`src/lfu_pkg.sv`:
```
// Shared types and constants for the LFU cache with LRU tie break.
// No dependencies; imported by the cache top level.
package lfu_pkg;

    localparam int KEY_W  = 32;
    localparam int DATA_W = 32;
    localparam int USE_W  = 32;
    localparam int CAP_W  = 5;

    localparam logic [CAP_W-1:0]  CAP_RESET  = 5'd16;
    localparam logic [DATA_W-1:0] MISS_VALUE = '1;   // -1 on a get miss
    localparam logic [USE_W-1:0]  USE_MAX    = '1;   // use count saturates here
    localparam logic [USE_W-1:0]  USE_FIRST  = 32'd1;

    typedef enum logic
    {
        CMD_GET = 1'b0,
        CMD_SET = 1'b1
    } cmd_t;

    typedef enum logic [1:0]
    {
        ST_IDLE,
        ST_SCAN,
        ST_DECIDE,
        ST_UPDATE
    } state_t;

endpackage

```
`src/lfu_ram.sv`:
```
// Generic simple dual-port RAM: one write port, one read port, registered read.
// No dependencies.
module lfu_ram #(
    parameter int WIDTH = 8,
    parameter int DEPTH = 16
) (
    input  logic                                   clk,
    input  logic                                   we,
    input  logic [(DEPTH > 1 ? $clog2(DEPTH) : 1)-1:0] waddr,
    input  logic [WIDTH-1:0]                       wdata,
    input  logic                                   re,
    input  logic [(DEPTH > 1 ? $clog2(DEPTH) : 1)-1:0] raddr,
    output logic [WIDTH-1:0]                       rdata
);

    logic [WIDTH-1:0] mem [DEPTH];

    always_ff @(posedge clk)
    begin
        if (we)
        begin
            mem[waddr] <= wdata;
        end
        if (re)
        begin
            rdata <= mem[raddr];
        end
    end

endmodule

```
`src/lfu_cache_lru_tiebreak_unit.sv`:
```
// LFU key-value cache top level; state in one lfu_ram instance.
// Depends on lfu_pkg and lfu_ram.
//
// Fully associative key-value cache of ENTRIES slots with least-frequently-used
// replacement; ties on use count go to the least recently used entry. Requests
// arrive on the s_axis side (tuser = command, get or set); each get returns one
// result on the m_axis side (tuser = hit, tdata = value or -1 on a miss), a set
// returns nothing. Key, value, use count and recency rank of every slot live in
// one RAM word; only the per-slot valid bits and the fill count are flops, so
// there is no clearing pass after reset. Each request walks the RAM once to
// find the key, the eviction victim and the first free slot (one read per
// cycle), takes a decision step, which a get holds until the previous result
// has left, and, on a hit or a set, walks the RAM a second time to rewrite
// ranks and counts, reading slot i while writing slot i-1. The next request
// is taken while a get result still waits in the output register. capacity
// is written through cfg_wr_en/cfg_wr_data; the user must do so only while
// idle, as the block itself does not enforce it. Zero acts as one and values
// above ENTRIES act as ENTRIES.
module lfu_cache_lru_tiebreak_unit #(
    parameter int ENTRIES = 16
) (
    input  logic                                        clk,
    input  logic                                        rst_n,
    // config
    input  logic                                        cfg_wr_en,
    input  logic [lfu_pkg::CAP_W-1:0]                   cfg_wr_data,   // capacity
    // request stream
    input  logic                                        s_axis_tvalid,
    output logic                                        s_axis_tready,
    input  logic [lfu_pkg::KEY_W+lfu_pkg::DATA_W-1:0]   s_axis_tdata,  // key, write_value
    input  logic                                        s_axis_tuser,  // cmd
    // result stream
    output logic                                        m_axis_tvalid,
    input  logic                                        m_axis_tready,
    output logic [lfu_pkg::DATA_W-1:0]                  m_axis_tdata,  // read_value
    output logic                                        m_axis_tuser   // hit
);

    import lfu_pkg::*;

    localparam int IDX_W    = (ENTRIES > 1) ? $clog2(ENTRIES) : 1;
    localparam int CNT_W    = $clog2(ENTRIES + 1);
    // RAM word: {key, data, use count, rank}
    localparam int USE_LSB  = IDX_W;
    localparam int DATA_LSB = USE_LSB + USE_W;
    localparam int KEY_LSB  = DATA_LSB + DATA_W;
    localparam int WORD_W   = KEY_LSB + KEY_W;

    // control
    state_t              state_reg, state_next;
    logic [CNT_W-1:0]    cnt_reg, cnt_next;
    logic [ENTRIES-1:0]  valid_reg, valid_next;
    logic [CNT_W-1:0]    fill_reg, fill_next;
    logic [CAP_W-1:0]    cap_reg, cap_next;
    logic                match_found_reg, match_found_next;
    logic                vic_found_reg, vic_found_next;
    logic                free_found_reg, free_found_next;
    logic                out_valid_reg, out_valid_next;

    // request payload and scan results
    cmd_t                cmd_reg, cmd_next;
    logic [KEY_W-1:0]    key_reg, key_next;
    logic [DATA_W-1:0]   wval_reg, wval_next;
    logic [IDX_W-1:0]    match_idx_reg, match_idx_next;
    logic [IDX_W-1:0]    match_rank_reg, match_rank_next;
    logic [DATA_W-1:0]   match_data_reg, match_data_next;
    logic [IDX_W-1:0]    vic_idx_reg, vic_idx_next;
    logic [USE_W-1:0]    vic_use_reg, vic_use_next;
    logic [IDX_W-1:0]    vic_rank_reg, vic_rank_next;
    logic [IDX_W-1:0]    free_idx_reg, free_idx_next;

    // update pass setup
    logic [IDX_W-1:0]    spec_idx_reg, spec_idx_next;   // slot touched or inserted
    logic [IDX_W-1:0]    thr_rank_reg, thr_rank_next;   // ranks above this move down
    logic                dec_en_reg, dec_en_next;
    logic                ins_mode_reg, ins_mode_next;
    logic [IDX_W-1:0]    new_rank_reg, new_rank_next;

    // output register
    logic                out_hit_reg, out_hit_next;
    logic [DATA_W-1:0]   out_data_reg, out_data_next;

    // RAM ports
    logic                ram_we;
    logic [IDX_W-1:0]    ram_waddr;
    logic [WORD_W-1:0]   ram_wdata;
    logic                ram_re;
    logic [WORD_W-1:0]   ram_rdata;

    // helpers
    logic [CNT_W-1:0]    proc_cnt;
    logic [IDX_W-1:0]    proc_idx;
    logic                proc_vld;
    logic                last;
    logic                e_valid;
    logic [KEY_W-1:0]    rd_key;
    logic [DATA_W-1:0]   rd_data;
    logic [USE_W-1:0]    rd_use;
    logic [IDX_W-1:0]    rd_rank;
    logic [USE_W-1:0]    use_inc;
    logic [31:0]         cap_eff;
    logic                evict;
    logic [IDX_W-1:0]    ins_idx;
    logic [CNT_W-1:0]    fill_after;
    logic [CNT_W-1:0]    rank_top;

    lfu_ram #(
        .WIDTH (WORD_W),
        .DEPTH (ENTRIES)
    ) u_ram (
        .clk   (clk),
        .we    (ram_we),
        .waddr (ram_waddr),
        .wdata (ram_wdata),
        .re    (ram_re),
        .raddr (cnt_reg[IDX_W-1:0]),
        .rdata (ram_rdata)
    );

    assign rd_key   = ram_rdata[KEY_LSB +: KEY_W];
    assign rd_data  = ram_rdata[DATA_LSB +: DATA_W];
    assign rd_use   = ram_rdata[USE_LSB +: USE_W];
    assign rd_rank  = ram_rdata[IDX_W-1:0];
    assign use_inc  = (rd_use == USE_MAX) ? rd_use : rd_use + USE_W'(1);

    // slot whose RAM word arrives this cycle
    assign proc_cnt = cnt_reg - CNT_W'(1);
    assign proc_idx = proc_cnt[IDX_W-1:0];
    assign proc_vld = (cnt_reg != '0);
    assign last     = (cnt_reg == CNT_W'(ENTRIES));
    assign e_valid  = valid_reg[proc_idx];

    assign ram_re   = ((state_reg == ST_SCAN) || (state_reg == ST_UPDATE)) && !last;
    assign ram_waddr = proc_idx;

    // effective capacity: zero acts as one, clamp to slot count
    always_comb
    begin
        cap_eff = 32'(cap_reg);
        if (cap_eff == 32'd0)
        begin
            cap_eff = 32'd1;
        end
        else if (cap_eff > 32'(ENTRIES))
        begin
            cap_eff = 32'(ENTRIES);
        end
    end

    assign evict = (32'(fill_reg) >= cap_eff);

    // after an eviction the lowest free slot may be the victim itself
    always_comb
    begin
        if (!evict)
        begin
            ins_idx = free_idx_reg;
        end
        else if (free_found_reg && (free_idx_reg < vic_idx_reg))
        begin
            ins_idx = free_idx_reg;
        end
        else
        begin
            ins_idx = vic_idx_reg;
        end
    end

    assign fill_after = (cmd_reg == CMD_SET && !match_found_reg && !evict)
                        ? fill_reg + CNT_W'(1) : fill_reg;
    assign rank_top   = fill_after - CNT_W'(1);

    always_comb
    begin
        state_next       = state_reg;
        cnt_next         = cnt_reg;
        valid_next       = valid_reg;
        fill_next        = fill_reg;
        cap_next         = cfg_wr_en ? cfg_wr_data : cap_reg;
        match_found_next = match_found_reg;
        vic_found_next   = vic_found_reg;
        free_found_next  = free_found_reg;
        out_valid_next   = out_valid_reg && !m_axis_tready;
        cmd_next         = cmd_reg;
        key_next         = key_reg;
        wval_next        = wval_reg;
        match_idx_next   = match_idx_reg;
        match_rank_next  = match_rank_reg;
        match_data_next  = match_data_reg;
        vic_idx_next     = vic_idx_reg;
        vic_use_next     = vic_use_reg;
        vic_rank_next    = vic_rank_reg;
        free_idx_next    = free_idx_reg;
        spec_idx_next    = spec_idx_reg;
        thr_rank_next    = thr_rank_reg;
        dec_en_next      = dec_en_reg;
        ins_mode_next    = ins_mode_reg;
        new_rank_next    = new_rank_reg;
        out_hit_next     = out_hit_reg;
        out_data_next    = out_data_reg;
        ram_we           = 1'b0;
        ram_wdata        = ram_rdata;

        case (state_reg)
            ST_IDLE:
            begin
                if (s_axis_tvalid)
                begin
                    cmd_next         = cmd_t'(s_axis_tuser);
                    key_next         = s_axis_tdata[KEY_W-1:0];
                    wval_next        = s_axis_tdata[KEY_W +: DATA_W];
                    match_found_next = 1'b0;
                    vic_found_next   = 1'b0;
                    free_found_next  = 1'b0;
                    cnt_next         = '0;
                    state_next       = ST_SCAN;
                end
            end

            ST_SCAN:
            begin
                if (proc_vld)
                begin
                    if (e_valid && !match_found_reg && (rd_key == key_reg))
                    begin
                        match_found_next = 1'b1;
                        match_idx_next   = proc_idx;
                        match_rank_next  = rd_rank;
                        match_data_next  = rd_data;
                    end
                    // victim: lowest count, then oldest
                    if (e_valid && (!vic_found_reg || (rd_use < vic_use_reg) ||
                        ((rd_use == vic_use_reg) && (rd_rank < vic_rank_reg))))
                    begin
                        vic_found_next = 1'b1;
                        vic_idx_next   = proc_idx;
                        vic_use_next   = rd_use;
                        vic_rank_next  = rd_rank;
                    end
                    if (!e_valid && !free_found_reg)
                    begin
                        free_found_next = 1'b1;
                        free_idx_next   = proc_idx;
                    end
                end
                if (last)
                begin
                    state_next = ST_DECIDE;
                end
                else
                begin
                    cnt_next = cnt_reg + CNT_W'(1);
                end
            end

            ST_DECIDE:
            begin
                cnt_next      = '0;
                new_rank_next = rank_top[IDX_W-1:0];
                if (cmd_reg == CMD_GET)
                begin
                    // hold until the previous result has left
                    if (!(out_valid_reg && !m_axis_tready))
                    begin
                        out_valid_next = 1'b1;
                        out_hit_next   = match_found_reg;
                        out_data_next  = match_found_reg ? match_data_reg : MISS_VALUE;
                        spec_idx_next  = match_idx_reg;
                        thr_rank_next  = match_rank_reg;
                        dec_en_next    = 1'b1;
                        ins_mode_next  = 1'b0;
                        state_next     = match_found_reg ? ST_UPDATE : ST_IDLE;
                    end
                end
                else if (match_found_reg)
                begin
                    spec_idx_next = match_idx_reg;
                    thr_rank_next = match_rank_reg;
                    dec_en_next   = 1'b1;
                    ins_mode_next = 1'b0;
                    state_next    = ST_UPDATE;
                end
                else
                begin
                    if (evict)
                    begin
                        valid_next[vic_idx_reg] = 1'b0;
                    end
                    valid_next[ins_idx] = 1'b1;
                    fill_next     = fill_after;
                    spec_idx_next = ins_idx;
                    thr_rank_next = vic_rank_reg;
                    dec_en_next   = evict;
                    ins_mode_next = 1'b1;
                    state_next    = ST_UPDATE;
                end
            end

            ST_UPDATE:
            begin
                if (proc_vld)
                begin
                    if (proc_idx == spec_idx_reg)
                    begin
                        ram_we = 1'b1;
                        if (ins_mode_reg)
                        begin
                            ram_wdata = {key_reg, wval_reg, USE_FIRST, new_rank_reg};
                        end
                        else
                        begin
                            ram_wdata = {rd_key,
                                         (cmd_reg == CMD_SET) ? wval_reg : rd_data,
                                         use_inc, new_rank_reg};
                        end
                    end
                    else if (e_valid && dec_en_reg && (rd_rank > thr_rank_reg))
                    begin
                        ram_we    = 1'b1;
                        ram_wdata = {rd_key, rd_data, rd_use, rd_rank - IDX_W'(1)};
                    end
                end
                if (last)
                begin
                    state_next = ST_IDLE;
                end
                else
                begin
                    cnt_next = cnt_reg + CNT_W'(1);
                end
            end

            default:
            begin
                state_next = ST_IDLE;
            end
        endcase
    end

    always_ff @(posedge clk or negedge rst_n)
    begin
        if (!rst_n)
        begin
            state_reg       <= ST_IDLE;
            cnt_reg         <= '0;
            valid_reg       <= '0;
            fill_reg        <= '0;
            cap_reg         <= CAP_RESET;
            match_found_reg <= 1'b0;
            vic_found_reg   <= 1'b0;
            free_found_reg  <= 1'b0;
            out_valid_reg   <= 1'b0;
        end
        else
        begin
            state_reg       <= state_next;
            cnt_reg         <= cnt_next;
            valid_reg       <= valid_next;
            fill_reg        <= fill_next;
            cap_reg         <= cap_next;
            match_found_reg <= match_found_next;
            vic_found_reg   <= vic_found_next;
            free_found_reg  <= free_found_next;
            out_valid_reg   <= out_valid_next;
        end
    end

    always_ff @(posedge clk)
    begin
        cmd_reg        <= cmd_next;
        key_reg        <= key_next;
        wval_reg       <= wval_next;
        match_idx_reg  <= match_idx_next;
        match_rank_reg <= match_rank_next;
        match_data_reg <= match_data_next;
        vic_idx_reg    <= vic_idx_next;
        vic_use_reg    <= vic_use_next;
        vic_rank_reg   <= vic_rank_next;
        free_idx_reg   <= free_idx_next;
        spec_idx_reg   <= spec_idx_next;
        thr_rank_reg   <= thr_rank_next;
        dec_en_reg     <= dec_en_next;
        ins_mode_reg   <= ins_mode_next;
        new_rank_reg   <= new_rank_next;
        out_hit_reg    <= out_hit_next;
        out_data_reg   <= out_data_next;
    end

    assign s_axis_tready = (state_reg == ST_IDLE);
    assign m_axis_tvalid = out_valid_reg;
    assign m_axis_tuser  = out_hit_reg;
    assign m_axis_tdata  = out_data_reg;

    // fill count tracks the valid bits
    a_fill_matches_valid: assert property (@(posedge clk) disable iff (!rst_n)
        $countones(valid_reg) == int'(fill_reg))
        else $error("fill count does not match valid bits");

    // RAM is only written during the update pass
    a_write_in_update: assert property (@(posedge clk) disable iff (!rst_n)
        ram_we |-> (state_reg == ST_UPDATE))
        else $error("RAM write outside update pass");

    // a result appears only from the decision step of a get
    a_result_from_get: assert property (@(posedge clk) disable iff (!rst_n)
        $rose(m_axis_tvalid) |-> $past(state_reg == ST_DECIDE && cmd_reg == CMD_GET))
        else $error("result without a get");

endmodule
```
`config.mk`:
```
export PLATFORM = sky130hd
export DESIGN_NAME = lfu_cache_lru_tiebreak_unit
export DESIGN_NICKNAME = d
export VERILOG_FILES = /design/src/lfu_pkg.sv /design/src/lfu_ram.sv /design/src/lfu_cache_lru_tiebreak_unit.sv
export SDC_FILE = /design/constraint.sdc
export NUM_CORES = 2
export LEC_CHECK = 0
export BUFFER_PORTS_ARGS = -buffer_cell sky130_fd_sc_hd__buf_4
export CAP_MARGIN = 25
export CORE_MARGIN = 2
export CORE_UTILIZATION = 56
export DETAILED_ROUTE_END_ITERATION = 8
export GPL_TIMING_DRIVEN = 1
export PLACE_DENSITY = 0.74
export SETUP_SLACK_MARGIN = 0.2
export SYNTH_ARGS = -nofsm -noshare
export SYNTH_HDL_FRONTEND = slang
export SYNTH_SLANG_ARGS = --single-unit
```
`constraint.sdc`:
```
create_clock -name clk -period 13.9 [get_ports clk]
set_clock_uncertainty 0.15 [all_clocks]
set_input_delay 1.39 -clock clk [delete_from_list [all_inputs] [get_ports clk]]
set_output_delay 1.39 -clock clk [all_outputs]
set_load 0.02 [all_outputs]
```
=== After elaboration in Yosys (flattened, before gate mapping) ===
Memories as Yosys holds them, arrays and structs flattened. A register that Yosys moved wholly into a read port is not among the register bits.
Index checks and enable logic that the tools add are counted.

* Add/sub/neg operators: 6
* Order comparisons: 11
* Equality and inequality tests: 18
* Muxes and demuxes: 62
* Bitwise logic cells: 6
* Reduce and logical (&&, ||, !) cells: 41

{| class="wikitable"
|+ Operators with widths
! cell !! number
|-
| two-way mux 100 bit || 4
|-
| two-way mux 32 bit || 3
|-
| == test 32 bit || 2
|-
| two-way mux 16 bit || 4
|-
| two-way mux 4 bit || 9
|-
| adder 32 x 1 -> 32 bit, second input constant || 1
|-
| == test 32 bit, second input constant || 1
|-
| >= comparator 5 x 32 -> 1 bit || 1
|-
| < comparator 32 bit || 1
|-
| two-way mux 1 bit || 24
|-
| two-way mux 5 bit || 4
|-
| AND 16 bit || 1
|-
| NOT 16 bit || 1
|-
| OR 16 bit || 1
|-
| AND reduction 4 bit || 4
|-
| < comparator 4 x 5 -> 1 bit, second input constant || 3
|-
| one-hot mux 5 bit (3 select lines) || 1
|-
| AND reduction 3 bit || 5
|-
| logical AND 1 bit || 14
|-
| two-way mux 2 bit || 6
|-
| inequality test 2 bit, second input constant || 6
|-
| subtractor 4 x 1 -> 4 bit, second input constant || 3
|-
| adder 5 x 1 -> 5 bit, second input constant || 2
|-
| demux 1 bit (select 4 bit) || 2
|-
| 22 further kinds || 41
|}

* Register bits after elaboration: 233
* Memory bits (writable): 1600
* Input port bits: 75
* Output and inout port bits: 35
* Logic and storage cells: 171
* Memories kept: 1

{| class="wikitable"
|+ Memories
! name !! depth !! width !! read ports !! clocked after memory_dff !! wr ports !! line !! source
|-
| u_ram.mem || 16 || 100 || 1 || 1 || 1 || lfu_ram.sv:16 || <nowiki>logic [WIDTH-1:0] mem [DEPTH];</nowiki>
|}

=== Longest topological paths before layout ===
* Depth after elaboration: 11
* Mapped depth: 15
* Gate-level depth less buffers: 12

=== Modules after synthesis ===
From an unflattened synthesis, not the netlist that was laid out.

* Cell total of the unflattened synthesis: 3670
* Area total of the unflattened synthesis: 75104.5 µm²

{| class="wikitable"
|+ Modules (own cells, without submodules)
! module !! instances !! cells an instance !! area each (µm²) !! sequential area each (µm²)
|-
| lfu_ram || 1 || 2560 || 62779.0 || 51049.0
|-
| lfu_cache_lru_tiebreak_unit || 1 || 1110 || 12325.6 || 6812.8
|}

=== Worst setup path after synthesis ===
Ideal clock, no wire load.

* Path kind: register to register
* From: reg cnt_reg[1]
* To: mem u_ram.mem[7][0] (netlist bit), enable pin
* Library setup time: 0.803 ns
* Arrival: 12.268 ns
* Data required time: 12.947 ns
* Path slack: 0.679 ns
* Stages on the path, launching flop included: 13
* Path buffers: 4
* Clock period less this slack: 13.221 ns
* Cell sequence: dfrtp_1 > clkbuf_1 > clkbuf_1 > clkbuf_1 > inv_1 > ha_1 > buf_2 > mux4_2 > mux2i_1 > a211oi_1 > mux2i_2 > a21o_1 > nor4_1

* Cells in the longest elaborated chain, start to end: 11
* Elaborated cells on any way between the ends: 13
* Classes of those cells: 1 x add/sub; 1 x eq/ne; 8 x mux; 3 x reduce/logical

{| class="wikitable"
|+ Ends and longest elaborated chain
! what !! line !! source
|-
| start: declaration || lfu_cache_lru_tiebreak_unit.sv:51 || <nowiki>logic [CNT_W-1:0] cnt_reg, cnt_next;</nowiki>
|-
| start signal: assignment || lfu_cache_lru_tiebreak_unit.sv:357 || <nowiki>cnt_reg <= cnt_next;</nowiki>
|-
| subtractor 4 x 1 -> 4 bit || lfu_cache_lru_tiebreak_unit.sv:127 || <nowiki>assign proc_cnt = cnt_reg - CNT_W'(1);</nowiki>
|-
| binary-select mux 1 bit (select 4 bit) || lfu_cache_lru_tiebreak_unit.sv:131 || <nowiki>assign e_valid = valid_reg[proc_idx];</nowiki>
|-
| two-way mux 1 bit (implied by the code) || lfu_cache_lru_tiebreak_unit.sv:131 ||
|-
| logical AND 1 bit (2 in series) || lfu_cache_lru_tiebreak_unit.sv:317 || <nowiki>else if (e_valid && dec_en_reg && (rd_rank > thr_rank_reg))</nowiki>
|-
| two-way mux 1 bit || lfu_cache_lru_tiebreak_unit.sv:317 ||
|-
| two-way mux 1 bit || lfu_cache_lru_tiebreak_unit.sv:303 || <nowiki>if (proc_idx == spec_idx_reg)</nowiki>
|-
| two-way mux 1 bit || lfu_cache_lru_tiebreak_unit.sv:301 || <nowiki>if (proc_vld)</nowiki>
|-
| two-way mux 1 bit || lfu_cache_lru_tiebreak_unit.sv:204 || <nowiki>case (state_reg)</nowiki>
|-
| two-way mux 1 bit || lfu_ram.sv:20 || <nowiki>if (we)</nowiki>
|-
| two-way mux 1 bit (implied by the code) || lfu_ram.sv:22 || <nowiki>mem[waddr] <= wdata;</nowiki>
|-
| end: declaration || lfu_ram.sv:16 ||
|}

Parallel ways exist; a longest one is shown, timed or not. The select of a mux whose other input is x is not followed.

=== Worst setup path after layout ===
* From: reg cnt_reg[0]
* To: mem u_ram.mem[1][67] (netlist bit), enable pin

* Cells in the longest elaborated chain, start to end: 11
* Elaborated cells on any way between the ends: 13
* Classes of those cells: 1 x add/sub; 1 x eq/ne; 8 x mux; 3 x reduce/logical

{| class="wikitable"
|+ Ends and longest elaborated chain
! what !! line !! source
|-
| subtractor 4 x 1 -> 4 bit (*) || lfu_cache_lru_tiebreak_unit.sv:127 ||
|-
| net proc_cnt[0] || lfu_cache_lru_tiebreak_unit.sv:91 || <nowiki>logic [CNT_W-1:0] proc_cnt;</nowiki>
|-
| binary-select mux 1 bit (select 4 bit) || lfu_cache_lru_tiebreak_unit.sv:131 ||
|-
| two-way mux 1 bit (implied by the code) || lfu_cache_lru_tiebreak_unit.sv:131 ||
|-
| logical AND 1 bit (2 in series) || lfu_cache_lru_tiebreak_unit.sv:317 ||
|-
| two-way mux 1 bit || lfu_cache_lru_tiebreak_unit.sv:317 ||
|-
| two-way mux 1 bit || lfu_cache_lru_tiebreak_unit.sv:303 ||
|-
| two-way mux 1 bit || lfu_cache_lru_tiebreak_unit.sv:301 ||
|-
| two-way mux 1 bit || lfu_cache_lru_tiebreak_unit.sv:204 ||
|-
| two-way mux 1 bit || lfu_ram.sv:20 ||
|-
| two-way mux 1 bit (implied by the code) || lfu_ram.sv:22 ||
|}

Mark *: on every way through the listed nets, which the timed path passes. The rest lies on a longest branch. The select of a mux whose other input is x is not followed.

==> impl_metrics.json <==
{
  "status": "completed",
  "gp_congestion": 0.846,
  "firstDrtPassIters": 6,
  "finalWirelength_um": 168000,
  "post_synth_main_area_contributors": "sky130_fd_sc_hd__edfxtp_1 (76%), sky130_fd_sc_hd__mux4_2 (15%), sky130_fd_sc_hd__dfrtp_1 (1.2%)",
  "post_cts_resize_count": 0,
  "route.detailed.drc": 0,
  "start_kind": "register",
  "crit_required_ns": 14.18,
  "worstSetupPathType": "register to register",
  "cap_viol_max_count": 0,
  "p_per_area_nw_per_um2": 206,
  "synth_top_area_share_pct": 75.6,
  "ir_drop_mv": 0.149,
  "reg2reg_setup_slack_ns": 7.56,
  "h_tree_levels": 4,
  "largest-register": "u_ram.mem",
  "design.portCount": 110,
  "hp-class": "register to register",
  "period_share_pct": 45.6,
  "rows": 134,
  "utilization_of_the_core_after_routing_pct": 63.3,
  "grt_start_max_net_pins": 151,
  "power.switching_fraction_pct": 28.9,
  "yosysMostFrequentCell": "sky130_fd_sc_hd__edfxtp_1",
  "fin_worst_hold_slack_ns": 0.311,
  "tightestPinTransition_ns": 1.22,
  "crit_path_cell_trace": "inv_1 > ha_1 > xor3_1 > nor3_2 > and2_1 > o21bai_1 > or3_1 > nor2_4 > buf_4 > buf_4",
  "grt.overflow.total": 0,
  "numCtsBuffers": 186,
  "clkPwrFrac_pct": 28.2,
  "leakage_nw": 26.9,
  "clk-insertion-delay-late_ns": 0.84,
  "synth_area_um2": 75300,
  "clock-sinks": 1933,
  "placed_cells_incl_taps": 5248,
  "yosys_warnings": 0,
  "grt_usage_pct": 25.0,
  "antennaDiodeCount": 0,
  "post_drt_via_cell_ratio": 6.49,
  "clock_tree.buffer_depth": 3,
  "postSynth.topFlopCell": "sky130_fd_sc_hd__edfxtp_1",
  "cts_tree": "built",
  "layout.cells.non_filler": 5592,
  "timing.final.max_slew_violations": 0,
  "initial_utilization_pct": 56.4,
  "worst_slew_margin_rel_pct": 18.6,
  "async_reset_ff_share_pct": 1.91,
  "yosysSeqAreaShare_pct": 76.8,
  "filler_cell_count": 8659,
  "first_global_vias": 36700,
  "worstSetupEndpointType": "register",
  "drive_above_1_share_pct": 27.1,
  "fmax_mhz": 158,
  "largestRegisters": "u_ram.mem: 1600 flops, u_ram.rdata: 100 flops",
  "critPathSlowestCell": "sky130_fd_sc_hd__dfrtp_4",
  "clk_pin_slew_ns": 0.06,
  "max_reg_flops": 1600,
  "p_seq_share_pct": 46.8,
  "ys_ff_latch": 1933,
  "synth_to_layout_area_growth_pct": 12.2,
  "netlist.top_cell.by_area": "sky130_fd_sc_hd__edfxtp_1",
  "internal-power_mw": 12.4,
  "synthesized_netlist_net_count": 3593,
  "chipWidth_um": 371,
  "die_area_um2": 137000,
  "cp_common_cell": "sky130_fd_sc_hd__buf_4",
  "post_cts_hold_buffer_count": 0,
  "antenna_left": 0,
  "post_cts_setup_buffer_count": 0,
  "power_switching_mw": 5.04,
  "io_buffers": 109,
  "final.setup.tns_ns": 0,
  "worst_ep_arrival_time_ns": 6.62,
  "finalHoldViolations": 0,
  "count_of_flip_flops_with_a_built_in_enable_after_synthesis": 1896,
  "synth.distinct_cells": 69,
  "grt_pass1_wl_um": 248000,
  "crit_path_max_fanout": 47,
  "share_comb_of_total_power_pct": 25.0,
  "rsz0062_at_grt": "false",
  "drt_first_iter_violations": 4845,
  "synth_instances": 3461,
  "cts_root_buf": "sky130_fd_sc_hd__clkbuf_16",
  "number_of_nets_in_the_final_layout": 3810,
  "via_count": 36300,
  "layout_min_cycle_time_ns": 6.34,
  "avgRoutedWirePerCell_um": 30.1,
  "grt_antenna_before_repair": 1,
  "dieHeight_um": 371,
  "synth_commonest_cells": "sky130_fd_sc_hd__edfxtp_1 (1,896), sky130_fd_sc_hd__mux4_2 (504), sky130_fd_sc_hd__nand2_1 (176), sky130_fd_sc_hd__clkbuf_1 (91), sky130_fd_sc_hd__nor2_1 (77)",
  "core_ar_um2": 133000,
  "setup-violations-final": 0,
  "crit_path_max_incr_delay_ns": 1.02,
  "dp_hpwl_um": 83700,
  "synth_area_per_cell_um2": 21.8
}
-- cells in the final DEF, fill, tap and decap left out, types with 33 or more instances in the layout --
master,instances
sky130_fd_sc_hd__clkinv_1,33
sky130_fd_sc_hd__nand2b_1,42
sky130_fd_sc_hd__clkbuf_16,188
sky130_fd_sc_hd__mux2_2,37
sky130_fd_sc_hd__xor2_1,36
sky130_fd_sc_hd__mux4_2,504
sky130_fd_sc_hd__nor4_1,40
sky130_fd_sc_hd__o21ai_0,36
sky130_fd_sc_hd__clkbuf_1,44
sky130_fd_sc_hd__inv_1,64
sky130_fd_sc_hd__nor2_1,62
sky130_fd_sc_hd__nand2_1,176
sky130_fd_sc_hd__edfxtp_1,1896
sky130_fd_sc_hd__nor3_1,37
sky130_fd_sc_hd__buf_4,175
sky130_fd_sc_hd__a21oi_1,41
sky130_fd_sc_hd__ha_1,57
-- worst paths after layout --
check / endpoint / startpoint / cells after the start
worst max-delay path: u_ram.mem[1][67] / cnt_reg[0] / 10
max in group asynchronous: cnt_reg[1] / rst_n / 1
worst max register to register: u_ram.mem[1][67] / cnt_reg[0] / 10
worst min register to register: match_data_reg[3] / u_ram.rdata[39] / 0
worst min-delay path: match_data_reg[3] / u_ram.rdata[39] / 0
min in group asynchronous: cap_reg[0] / rst_n / 1
-- per-layer routing --
layer / wire length, µm / vias to the layer above / global-route usage, %
li1: - / 14800 / -
met1: 68300 / 19200 / 37.0
met2: 81900 / 1957 / 39.1
met3: 15400 / 223 / 4.83
met4: 2860 / 2 / 6.38
met5: 11 / - / 0
-- cell families after synthesis --
group	share of synthesized area [%]
flip-flops	76.8
adder cells (fa/ha/maj)	0.947
AND/OR/NAND/NOR	3.09
buffers and inverters	1.24
XOR/XNOR	0.842
AO/OA/AOI/OAI	1.28
multiplexers	15.8
-- cell type report --
class	count	area, µm²	area share, %
Inverter	67	259	0.306
Timing Repair Buffer	189	1620	1.92
Sequential cell	1933	57900	68.5
Multi-Input combinational cell	1301	16700	19.7
Tap cell	1768	2210	2.62
Clock buffer	232	4870	5.76
Clock inverter	102	990	1.17
-- power groups by stage --
stage                     Combinational (mW)  Sequential (mW)  Clock, mW
after floorplan                         3.27             8.00          0
after global placement                  4.21             8.26          0
after detailed placement                4.31             8.26          0
after CTS                               4.36             8.15       4.97
after global routing                    4.71             8.19       5.19
final                                   4.36             8.15       4.90
-- metrics by stage --
stage	total power, mW	setup slack (ns)	area, µm²
after floorplan	11.3	0.679	75300
after global placement	12.5	7.73	78400
after detailed placement	12.6	7.57	78500
after CTS	17.5	7.52	84300
after global routing	18.1	7.15	84500
final	17.4	7.56	84500
-- worst max-delay path: cells and delay by family, from the launching register on --
family	cells	cell delay, ns
AOI/OAI and AO/OA	1	0.16
xor gates and xnor gates	1	0.40
adders and majority gates	1	0.39
buffers and inverters	3	1.87
DFF	1	1.02
and+or+nand+nor	4	1.81
(Power assumes the default switching activity.)
